<file path="src/rtl/level_display_hysteresis_assert.svh">
// assertion macros for the level display hysteresis block
// expects a clock named i_clk and an active-low reset named i_rst_n in scope
`ifndef LEVEL_DISPLAY_HYSTERESIS_ASSERT_SVH
`define LEVEL_DISPLAY_HYSTERESIS_ASSERT_SVH

// consequent holds in the same cycle
`define LDH_ASSERT_SAME(lbl, ante, cons) \
    lbl: assert property (@(posedge i_clk) disable iff (!i_rst_n) (ante) |-> (cons)) \
        else $error("level_display_hysteresis: same-cycle check failed");

// consequent holds in the next cycle
`define LDH_ASSERT_NEXT(lbl, ante, cons) \
    lbl: assert property (@(posedge i_clk) disable iff (!i_rst_n) (ante) |=> (cons)) \
        else $error("level_display_hysteresis: next-cycle check failed");

`endif

</file>
<file path="src/rtl/ldh_pkg.sv">
// package for the level display hysteresis block
// action codes, widths and rounding constants, no dependencies
package ldh_pkg;

    localparam int LEVEL_W = 16;
    localparam int DB_W    = 13;
    localparam int HYST_W  = 7;
    localparam int THR_W   = HYST_W + 1;

    localparam logic [HYST_W-1:0] HYST_RESET     = 7'd5;
    localparam logic [3:0]        HALF_DB_TENTHS = 4'd5;
    localparam logic [3:0]        TENTHS_PER_DB  = 4'd10;

    // x / 10 == (x * 52429) >> 19 for every 16-bit unsigned x
    localparam logic [15:0] DIV10_RECIP = 16'd52429;
    localparam int          DIV10_SHIFT = 19;

    typedef enum logic [1:0] {
        ACT_LEVEL   = 2'd0,
        ACT_STATION = 2'd1,
        ACT_CLEAR   = 2'd2,
        ACT_NONE    = 2'd3
    } t_action;

endpackage

</file>
<file path="src/rtl/level_display_hysteresis.sv">
// top level of the level display hysteresis block
// uses ldh_pkg, ldh_round and the assertion macro header
// A level reading (action 0) turns a signal level in tenths of a dB into the whole-dB value to
// show and gives one result; station change (action 1), clear (action 2) and the unused code
// give none. Each transfer passes an input register and the rounding and hysteresis logic into
// the result register; one item is taken every cycle unless a level reading waits on a stalled
// result. The display state is updated as the item leaves the input register, so the next
// item sees it at once. The hysteresis register is written through a port that is always
// ready and takes effect for items that reach the logic after the write.
`include "level_display_hysteresis_assert.svh"

module level_display_hysteresis
    import ldh_pkg::*;
(
    input  logic                      i_clk,
    input  logic                      i_rst_n,
    input  logic                      i_in_valid,
    output logic                      o_in_stall,
    input  logic [1:0]                i_action,
    input  logic signed [LEVEL_W-1:0] i_level_tenths,
    input  logic                      i_fresh,
    output logic                      o_out_valid,
    input  logic                      i_out_stall,
    output logic signed [DB_W-1:0]    o_shown_db,
    input  logic                      i_cfg_valid,
    output logic                      o_cfg_ready,
    input  logic [HYST_W-1:0]         i_cfg_data
);

    logic                      r_in_valid;
    t_action                   r_in_action;
    logic signed [LEVEL_W-1:0] r_in_level;
    logic                      r_in_fresh;

    logic [HYST_W-1:0]         r_hyst;
    logic signed [DB_W-1:0]    r_disp;
    logic                      r_started;
    logic                      r_await;
    logic                      r_out_valid;
    logic signed [DB_W-1:0]    r_out_db;

    logic signed [DB_W-1:0]    n_disp;
    logic                      n_started;
    logic                      n_await;
    logic signed [DB_W-1:0]    shown;

    logic signed [DB_W-1:0]    rounded;
    logic                      out_block;
    logic                      produces;
    logic                      adv;
    logic                      in_xfer;
    logic signed [LEVEL_W+1:0] disp_ext;
    logic signed [LEVEL_W+1:0] diff;
    logic [LEVEL_W+1:0]        away;
    logic [THR_W-1:0]          thr;

    ldh_round u_round (
        .i_level_tenths (r_in_level),
        .o_db           (rounded)
    );

    always_comb begin
        out_block  = r_out_valid && i_out_stall;
        produces   = (r_in_action == ACT_LEVEL);
        adv        = r_in_valid && (!produces || !out_block);
        o_in_stall = r_in_valid && !adv;
        in_xfer    = i_in_valid && !o_in_stall;
        o_cfg_ready = 1'b1;
        o_out_valid = r_out_valid;
        o_shown_db  = r_out_db;
    end

    // distance of the level from the shown digit, in tenths
    always_comb begin
        disp_ext = (LEVEL_W+2)'(r_disp);
        diff     = (LEVEL_W+2)'(r_in_level) - ((disp_ext <<< 3) + (disp_ext <<< 1));
        away     = diff[LEVEL_W+1] ? (LEVEL_W+2)'(-diff) : diff;
        thr      = THR_W'(HALF_DB_TENTHS) + THR_W'(r_hyst);
    end

    always_comb begin
        n_disp    = r_disp;
        n_started = r_started;
        n_await   = r_await;
        shown     = r_disp;
        unique case (r_in_action)
            ACT_LEVEL: begin
                if (r_await && !r_in_fresh) begin
                    shown = r_started ? r_disp : rounded;
                end else begin
                    n_await = 1'b0;
                    if (!r_started || r_await) begin
                        n_started = 1'b1;
                        n_disp    = rounded;
                    end else if (away >= (LEVEL_W+2)'(thr)) begin
                        n_disp = rounded;
                    end
                    shown = n_disp;
                end
            end
            ACT_STATION: begin
                n_await = 1'b1;
            end
            ACT_CLEAR: begin
                n_disp    = '0;
                n_started = 1'b0;
                n_await   = 1'b0;
            end
            ACT_NONE: begin
            end
        endcase
    end

    always_ff @(posedge i_clk) begin
        if (!i_rst_n) begin
            r_in_valid  <= 1'b0;
            r_hyst      <= HYST_RESET;
            r_disp      <= '0;
            r_started   <= 1'b0;
            r_await     <= 1'b0;
            r_out_valid <= 1'b0;
        end else begin
            if (i_cfg_valid && o_cfg_ready) begin
                r_hyst <= i_cfg_data;
            end
            if (in_xfer) begin
                r_in_valid <= 1'b1;
            end else if (adv) begin
                r_in_valid <= 1'b0;
            end
            if (adv) begin
                r_disp    <= n_disp;
                r_started <= n_started;
                r_await   <= n_await;
            end
            if (adv && produces) begin
                r_out_valid <= 1'b1;
            end else if (!i_out_stall) begin
                r_out_valid <= 1'b0;
            end
        end
    end

    // payload registers
    always_ff @(posedge i_clk) begin
        if (in_xfer) begin
            r_in_action <= t_action'(i_action);
            r_in_level  <= i_level_tenths;
            r_in_fresh  <= i_fresh;
        end
        if (adv && produces) begin
            r_out_db <= shown;
        end
    end

    `LDH_ASSERT_SAME(a_idle_disp_zero, !r_started, r_disp == '0)
    `LDH_ASSERT_NEXT(a_station_sets_wait, adv && r_in_action == ACT_STATION, r_await)
    `LDH_ASSERT_NEXT(a_level_gives_result, adv && r_in_action == ACT_LEVEL, o_out_valid)
    `LDH_ASSERT_SAME(a_stall_only_on_block, o_in_stall, r_in_valid && o_out_valid && i_out_stall)

endmodule

</file>
<file path="src/rtl/ldh_round.sv">
// rounds a level in tenths of a dB to the nearest whole dB, halves away from zero
// uses ldh_pkg for widths and the divide-by-ten reciprocal
module ldh_round
    import ldh_pkg::*;
(
    input  logic signed [LEVEL_W-1:0] i_level_tenths,
    output logic signed [DB_W-1:0]    o_db
);

    logic                 neg;
    logic [LEVEL_W:0]     lvl_ext;
    logic [LEVEL_W:0]     mag;
    logic [LEVEL_W-1:0]   biased;
    logic [2*LEVEL_W-1:0] prod;
    logic [DB_W-2:0]      quot;

    always_comb begin
        neg     = i_level_tenths[LEVEL_W-1];
        lvl_ext = {i_level_tenths[LEVEL_W-1], i_level_tenths};
        mag     = neg ? (LEVEL_W+1)'(-lvl_ext) : lvl_ext;
        // magnitude never exceeds 32768, so the bias fits in 16 bits
        biased  = mag[LEVEL_W-1:0] + LEVEL_W'(HALF_DB_TENTHS);
        prod    = (2*LEVEL_W)'(biased) * (2*LEVEL_W)'(DIV10_RECIP);
        quot    = prod[DIV10_SHIFT +: (DB_W-1)];
        o_db    = neg ? DB_W'(-$signed({1'b0, quot})) : $signed({1'b0, quot});
    end

endmodule
</file>
<file path="config.mk">
export PLATFORM = sky130hd
export DESIGN_NAME = level_display_hysteresis
export DESIGN_NICKNAME = d
export VERILOG_FILES = /design/src/rtl/ldh_pkg.sv /design/src/rtl/level_display_hysteresis.sv /design/src/rtl/ldh_round.sv
export VERILOG_INCLUDE_DIRS = /design/src /design/src/rtl
export SDC_FILE = /design/constraint.sdc
export NUM_CORES = 1
export LEC_CHECK = 0
export ABC_AREA = 1
export BUFFER_PORTS_ARGS = -buffer_cell sky130_fd_sc_hd__buf_2
export CORE_ASPECT_RATIO = 1.2
export CORE_MARGIN = 2
export CORE_UTILIZATION = 38
export DETAILED_ROUTE_END_ITERATION = 8
export GPL_TIMING_DRIVEN = 0
export PLACE_DENSITY = 0.6
export SLEW_MARGIN = 10
export SYNTH_ARGS = -nofsm -noshare
export SYNTH_HDL_FRONTEND = slang
export SYNTH_SLANG_ARGS = --single-unit
</file>
<file path="constraint.sdc">
create_clock -name i_clk -period 24.8 [get_ports i_clk]
set_input_delay 4.96 -clock i_clk [delete_from_list [all_inputs] [get_ports i_clk]]
set_output_delay 4.96 -clock i_clk [all_outputs]
set_load 0.02 [all_outputs]
</file>
-- Word-level counts from Yosys, hierarchy flattened
Index checks and enable logic that the tools add are counted.
- register bits after elaboration: 56
- bits in latches: 0
- bits in writable memories: 0
- ROM bits: 0
- input port bits: 31
- output and inout bits: 16
- memories: 0
- $add $sub $neg: 7
- multiply operators: 1
- div/mod/pow operators: 0
- magnitude comparators: 1
- equal/unequal tests: 5
- shifts and indexed selects: 0
- mux-type cells: 19
- bitwise gates (word level): 0
- reduce and logical (&&, ||, !) cells: 21
- operator list (cell ; number):
    $mux W13 ; 7
    $mul A16 B16 Y31 const B ; 1
    $pmux W13 S2 ; 1
    $ge A18 B8 Y1 ; 1
    $mux W18 ; 1
    $neg A18 Y18 ; 1
    $sub A16 B17 Y18 ; 1
    $add A16 B14 Y17 ; 1
    $add A16 B3 Y16 const B ; 1
    $mux W16 ; 1
    $neg A16 Y16 ; 1
    $neg A12 Y13 ; 1
    $add A3 B7 Y8 const A ; 1
    $mux W1 ; 7
    $logic_and A1 B1 Y1 ; 6
    $logic_not A1 Y1 ; 6
    $reduce_and A3 Y1 ; 2
    $ne A2 B1 Y1 const B ; 2
    $reduce_and A4 Y1 ; 1
    $reduce_bool A2 Y1 ; 2
    $pmux W1 S3 ; 1
    $reduce_bool A3 Y1 ; 1
    $eq A2 B1 Y1 const B ; 1
    $eq A2 B2 Y1 const B ; 1
    4 further kinds ; 5

-- Longest topological paths before layout
- word-level depth: 10
- depth in mapped cells: 48

-- Modules after synthesis
A second synthesis with hierarchy kept.
- cell total of the unflattened synthesis: 1579
- area total of the unflattened synthesis: 11114.4 um^2
- modules (own cells, without submodules) (module ; instances ; cells an instance ; area each (um^2)):
    ldh_round ; 1 ; 897 ; 6258.5
    level_display_hysteresis ; 1 ; 682 ; 4855.9

-- Least setup slack after synthesis
OpenSTA, ideal clock, no wires.
- path kind: input port to output port
- start point: in i_out_stall
- end point: out o_in_stall
- data arrival time: 5.565 ns
- path slack: 14.275 ns
- stages: 2
- path through: nand2_1 -> nor3_1
- word-level cells in the longest chain between the ends: 6
- ends and longest elaborated chain (what ; line ; text):
    start: declaration ; level_display_hysteresis.sv:23 ; input logic i_out_stall,
    $logic_and A1 B1 Y1 ; level_display_hysteresis.sv:63 ; out_block = r_out_valid && i_out_stall;
    $logic_not A1 Y1 ; level_display_hysteresis.sv:65 ; adv = r_in_valid && (!produces || !out_block);
    $logic_or A1 B1 Y1 ; level_display_hysteresis.sv:65 ;
    $logic_and A1 B1 Y1 ; level_display_hysteresis.sv:65 ;
    $logic_not A1 Y1 ; level_display_hysteresis.sv:66 ; o_in_stall = r_in_valid && !adv;
    $logic_and A1 B1 Y1 ; level_display_hysteresis.sv:66 ;
    end: declaration ; level_display_hysteresis.sv:18 ; output logic o_in_stall,
Every way passes these cells.

-- Worst setup path in the final report
Same ends and word-level chain as after synthesis.

==> run summary <==
The final antenna-violating net count is 0, and the signal arrival time at the worst endpoint is 5.58 ns. The number of buffers on the longest clock path is 2. Among all stages on the critical path, the largest delay is contributed by nor3_1. The run gives 0 as the final number of hold-violating endpoints. The number of enable flip-flop cells after synthesis was 32; the number of diodes added for antenna fixing was 0.

For the count of synthesis-stage warnings from yosys, the log shows 0. After floorplanning, the core was sized to cover 27,200 um^2. The final critical path takes up 42.5% of the cycle.

The largest stage delay on the critical path came out at 0.25 ns. The floorplan step set the die width to 156 um. The first global-routing pass estimated 44.4 mm of wire.

After clock tree synthesis, the clock-pin slew on the worst setup and hold paths is 0.07 ns. The die covers 29,000 um^2. For the initial standard-cell utilization of the core, the log shows 38.7%. For the initial antenna violation count, the log shows 0.

The finished cells cover 11,300 um^2. The critical path start-end classification was input pin to output port. The root buffer cell was clkbuf_16. The tools report the category of the worst setup path capture point as an output port. The post-CTS setup-driven buffer insertion count was 0.

For the global placement routability congestion, the log shows 0.923. After detailed routing, the average wire length per cell comes to 14.8 um. Traced cell by cell, the critical path runs through buf_2, nand2_1, nor3_1, buf_2.

For the first-pass iteration count of the detailed router, the log shows 5. The cell repeated most along the worst path was buf_2. After detailed routing, the number of remaining DRC violations is 0. The library cell used most frequently in the layout, excluding fill and tap cells, is inv_1. The post-synthesis area per instance is 7.28 um^2. The run gives 13.7% as the share of synthesized area occupied by flip-flops and latches. Setup total negative slack on the finished layout was measured at 0 ns. When the netlist entered floorplanning its net count stood at 1,721.

Setup violations remaining at the end of the flow were counted as 0. The logs give 9,094 for the via total after detailed routing and 506 for the DRC violation total after the first TritonRoute iteration. The shortest period the worst path allows is 10.54 ns. Die span in y: 186 um. Data on the critical path is required at its endpoint by 19.84 ns. The main flop type after synthesis is edfxtp_1.

For the count of different cell masters after synthesis, the log shows 43. For the number of cells upsized or downsized after cts, the log shows 0. The transition at the pin with the smallest max-transition slack is 0.867 ns.

The async set or reset register ratio after synthesis came out at 0%. TritonCTS built the clock tree. In the final layout, the share of cells above drive strength 1 is 8.95%. Row generation in the floorplan step produced 66 rows. The cell area that synthesis handed to floorplanning was 10,500 um^2. Clock latency on the worst-skew pair, taken at its later pin, is 0.32 ns. The cell count after synthesis came out at 1,446. The placed instances occupy a cell area of 11,200 um^2. The run finished with clean final reports.

Counting the fill cells in the layout gives 2,827. The logs give 5 for the number of buffers created by CTS and 27.2 mm for the total wire length. For the number of slew-limit violations in the final report, the log shows 0. In the layout the commonest cells are inv_1 (306), nand2_1 (286), ha_1 (159). Clock tree synthesis found a total of 56 sinks. The wire-length estimate of the detail-placed layout is 23.9 mm. Headroom to the max-slew limit came out at 41.8%.

The number of flip-flops and latches in the synthesized netlist is 56. Setup repair after global routing left no endpoint under its margin. In the routed layout, each cell is associated on average with a via count of 4.95. Boundary pin count: 47.

For the clock skew after layout, the log shows 0.0208 ns. For this run the aggregate overflow at the end of global routing stands at 0. Max-cap violations in this run came to 0. Relative to the synthesized area, the layout overhead comes to 7.65%. The run gives 2 as the number of levels in the clock H-tree. The kind of cell with the highest combined delay along the critical path is buffers and inverters. The run gives 0 as the number of hold buffers added after cts. The worst hold path belongs to the class flop to flop.

Static timing analysis puts the maximum clock frequency at 94.9 MHz. STA classifies the critical path startpoint as an input pin. For the largest net degree at the start of global routing, the log shows 21. The count of input and output buffers is 44, and the overall fraction of global-route tracks in use is 19.4%.

The via count of the first global-routing pass was 9,175; the maximum net fanout on the critical path was 2. After the last flow step, the layout net total stands at 1,772. The count of buffer and inverter cells on the critical path is 2.
[routing by layer]
layer | GRT usage, % | wire [um]
met4 | 8.95 | 1230
met3 | 1.62 | 779
met2 | 36.4 | 13800
met1 | 22.2 | 11300
met5 | 0 | 0
[synthesized netlist by cell type, types with 2 or more instances]
cell type | number | area share (%)
a21o_1 | 10 | 0.71
nor4_1 | 2 | 0.12
or2_2 | 5 | 0.30
buf_1 | 2 | 0.071
nand2_2 | 23 | 1.4
nand4_2 | 2 | 0.24
dfxtp_1 | 24 | 4.6
nand2_1 | 286 | 10
o21ai_1 | 14 | 0.67
o21bai_1 | 10 | 0.71
nand3b_1 | 11 | 0.78
a31oi_1 | 2 | 0.12
ha_1 | 159 | 19
inv_2 | 13 | 0.46
fa_1 | 85 | 16
clkinv_1 | 2 | 0.071
nor3_2 | 2 | 0.19
inv_1 | 306 | 11
buf_6 | 2 | 0.21
and2_1 | 3 | 0.18
nor2_1 | 102 | 3.6
o21ai_0 | 47 | 2.2
buf_2 | 5 | 0.24
buf_4 | 2 | 0.14
xor2_1 | 45 | 3.7
a21oi_1 | 82 | 3.9
nand3_2 | 15 | 1.4
clkbuf_1 | 6 | 0.21
edfxtp_1 | 32 | 9.1
a21boi_0 | 5 | 0.36
nand4_1 | 17 | 1.0
a21oi_2 | 2 | 0.17
nand3_1 | 76 | 3.6
nor2_4 | 4 | 0.43
nor2_2 | 5 | 0.30
xnor2_1 | 15 | 1.2
nor3_1 | 17 | 0.81
[sequential cells by signal (all words and copies together), names as in the netlist]
name	count
r_in_fresh	1
o_out_valid	1
r_hyst	7
r_disp	13
o_shown_db	13
r_await	1
r_started	1
r_in_valid	1
r_in_action	2
r_in_level	16
[area by class of cell]
| class | instances | area (um^2) | area share, % |
|---|---|---|---|
| Timing Repair Buffer | 44 | 220 | 1.94 |
| Clock inverter | 3 | 33.8 | 0.298 |
| Inverter | 321 | 1200 | 10.6 |
| Multi-Input combinational cell | 1052 | 7780 | 68.7 |
| Tap cell | 340 | 425 | 3.76 |
| Sequential cell | 56 | 1440 | 12.7 |
| Clock buffer | 5 | 125 | 1.10 |
| Buffer | 17 | 92.6 | 0.817 |
[worst min-delay path, cell delays in order, from the launching register on]
cell     delay, ns
dfxtp_1       0.32
nand2_1       0.06
o21ai_1       0.05
[path summary, 6_finish.rpt]
path              slack (ns)                        to  depth (start not counted)                     from
setup / recovery       14.26                o_in_stall                          4              i_out_stall
hold reg to reg         0.47    r_disp[9]$_SDFFE_PN0P_                          2   r_disp[9]$_SDFFE_PN0P_
hold / removal          0.47    r_disp[9]$_SDFFE_PN0P_                          2   r_disp[9]$_SDFFE_PN0P_
setup reg to reg       15.54  o_shown_db[12]$_DFFE_PP_                         37  r_in_level[0]$_DFFE_PP_
[per-stage QoR]
step,hold WS [ns],cells,setup WS (ns),utilization [%]
final,0.474,1838,14.26,41.7
after global routing,0.493,1838,14.19,41.7
after CTS,0.477,1838,14.23,41.7
after detailed placement,0.463,1830,14.24,41.1
after global placement,0.457,1830,14.26,41.1
after floorplan,0.447,1446,14.27,-
[kinds of logic (layout without fill, tap and decap cells)]
kind of cell    count (synthesis)  after routing  synth area share (%)
simple gates                  572            572                  24.8
flops                          56             56                  13.7
other cells                     1              1                0.0356
buf+inv                       338            390                  12.3
compound gates                175            175                  9.10
fa+ha+maj                     244            244                  35.1
xor+xnor                       60             60                  4.99
Power is not shown: default switching activity piles up to over one toggle a cycle in this logic, so the estimate is an artifact.
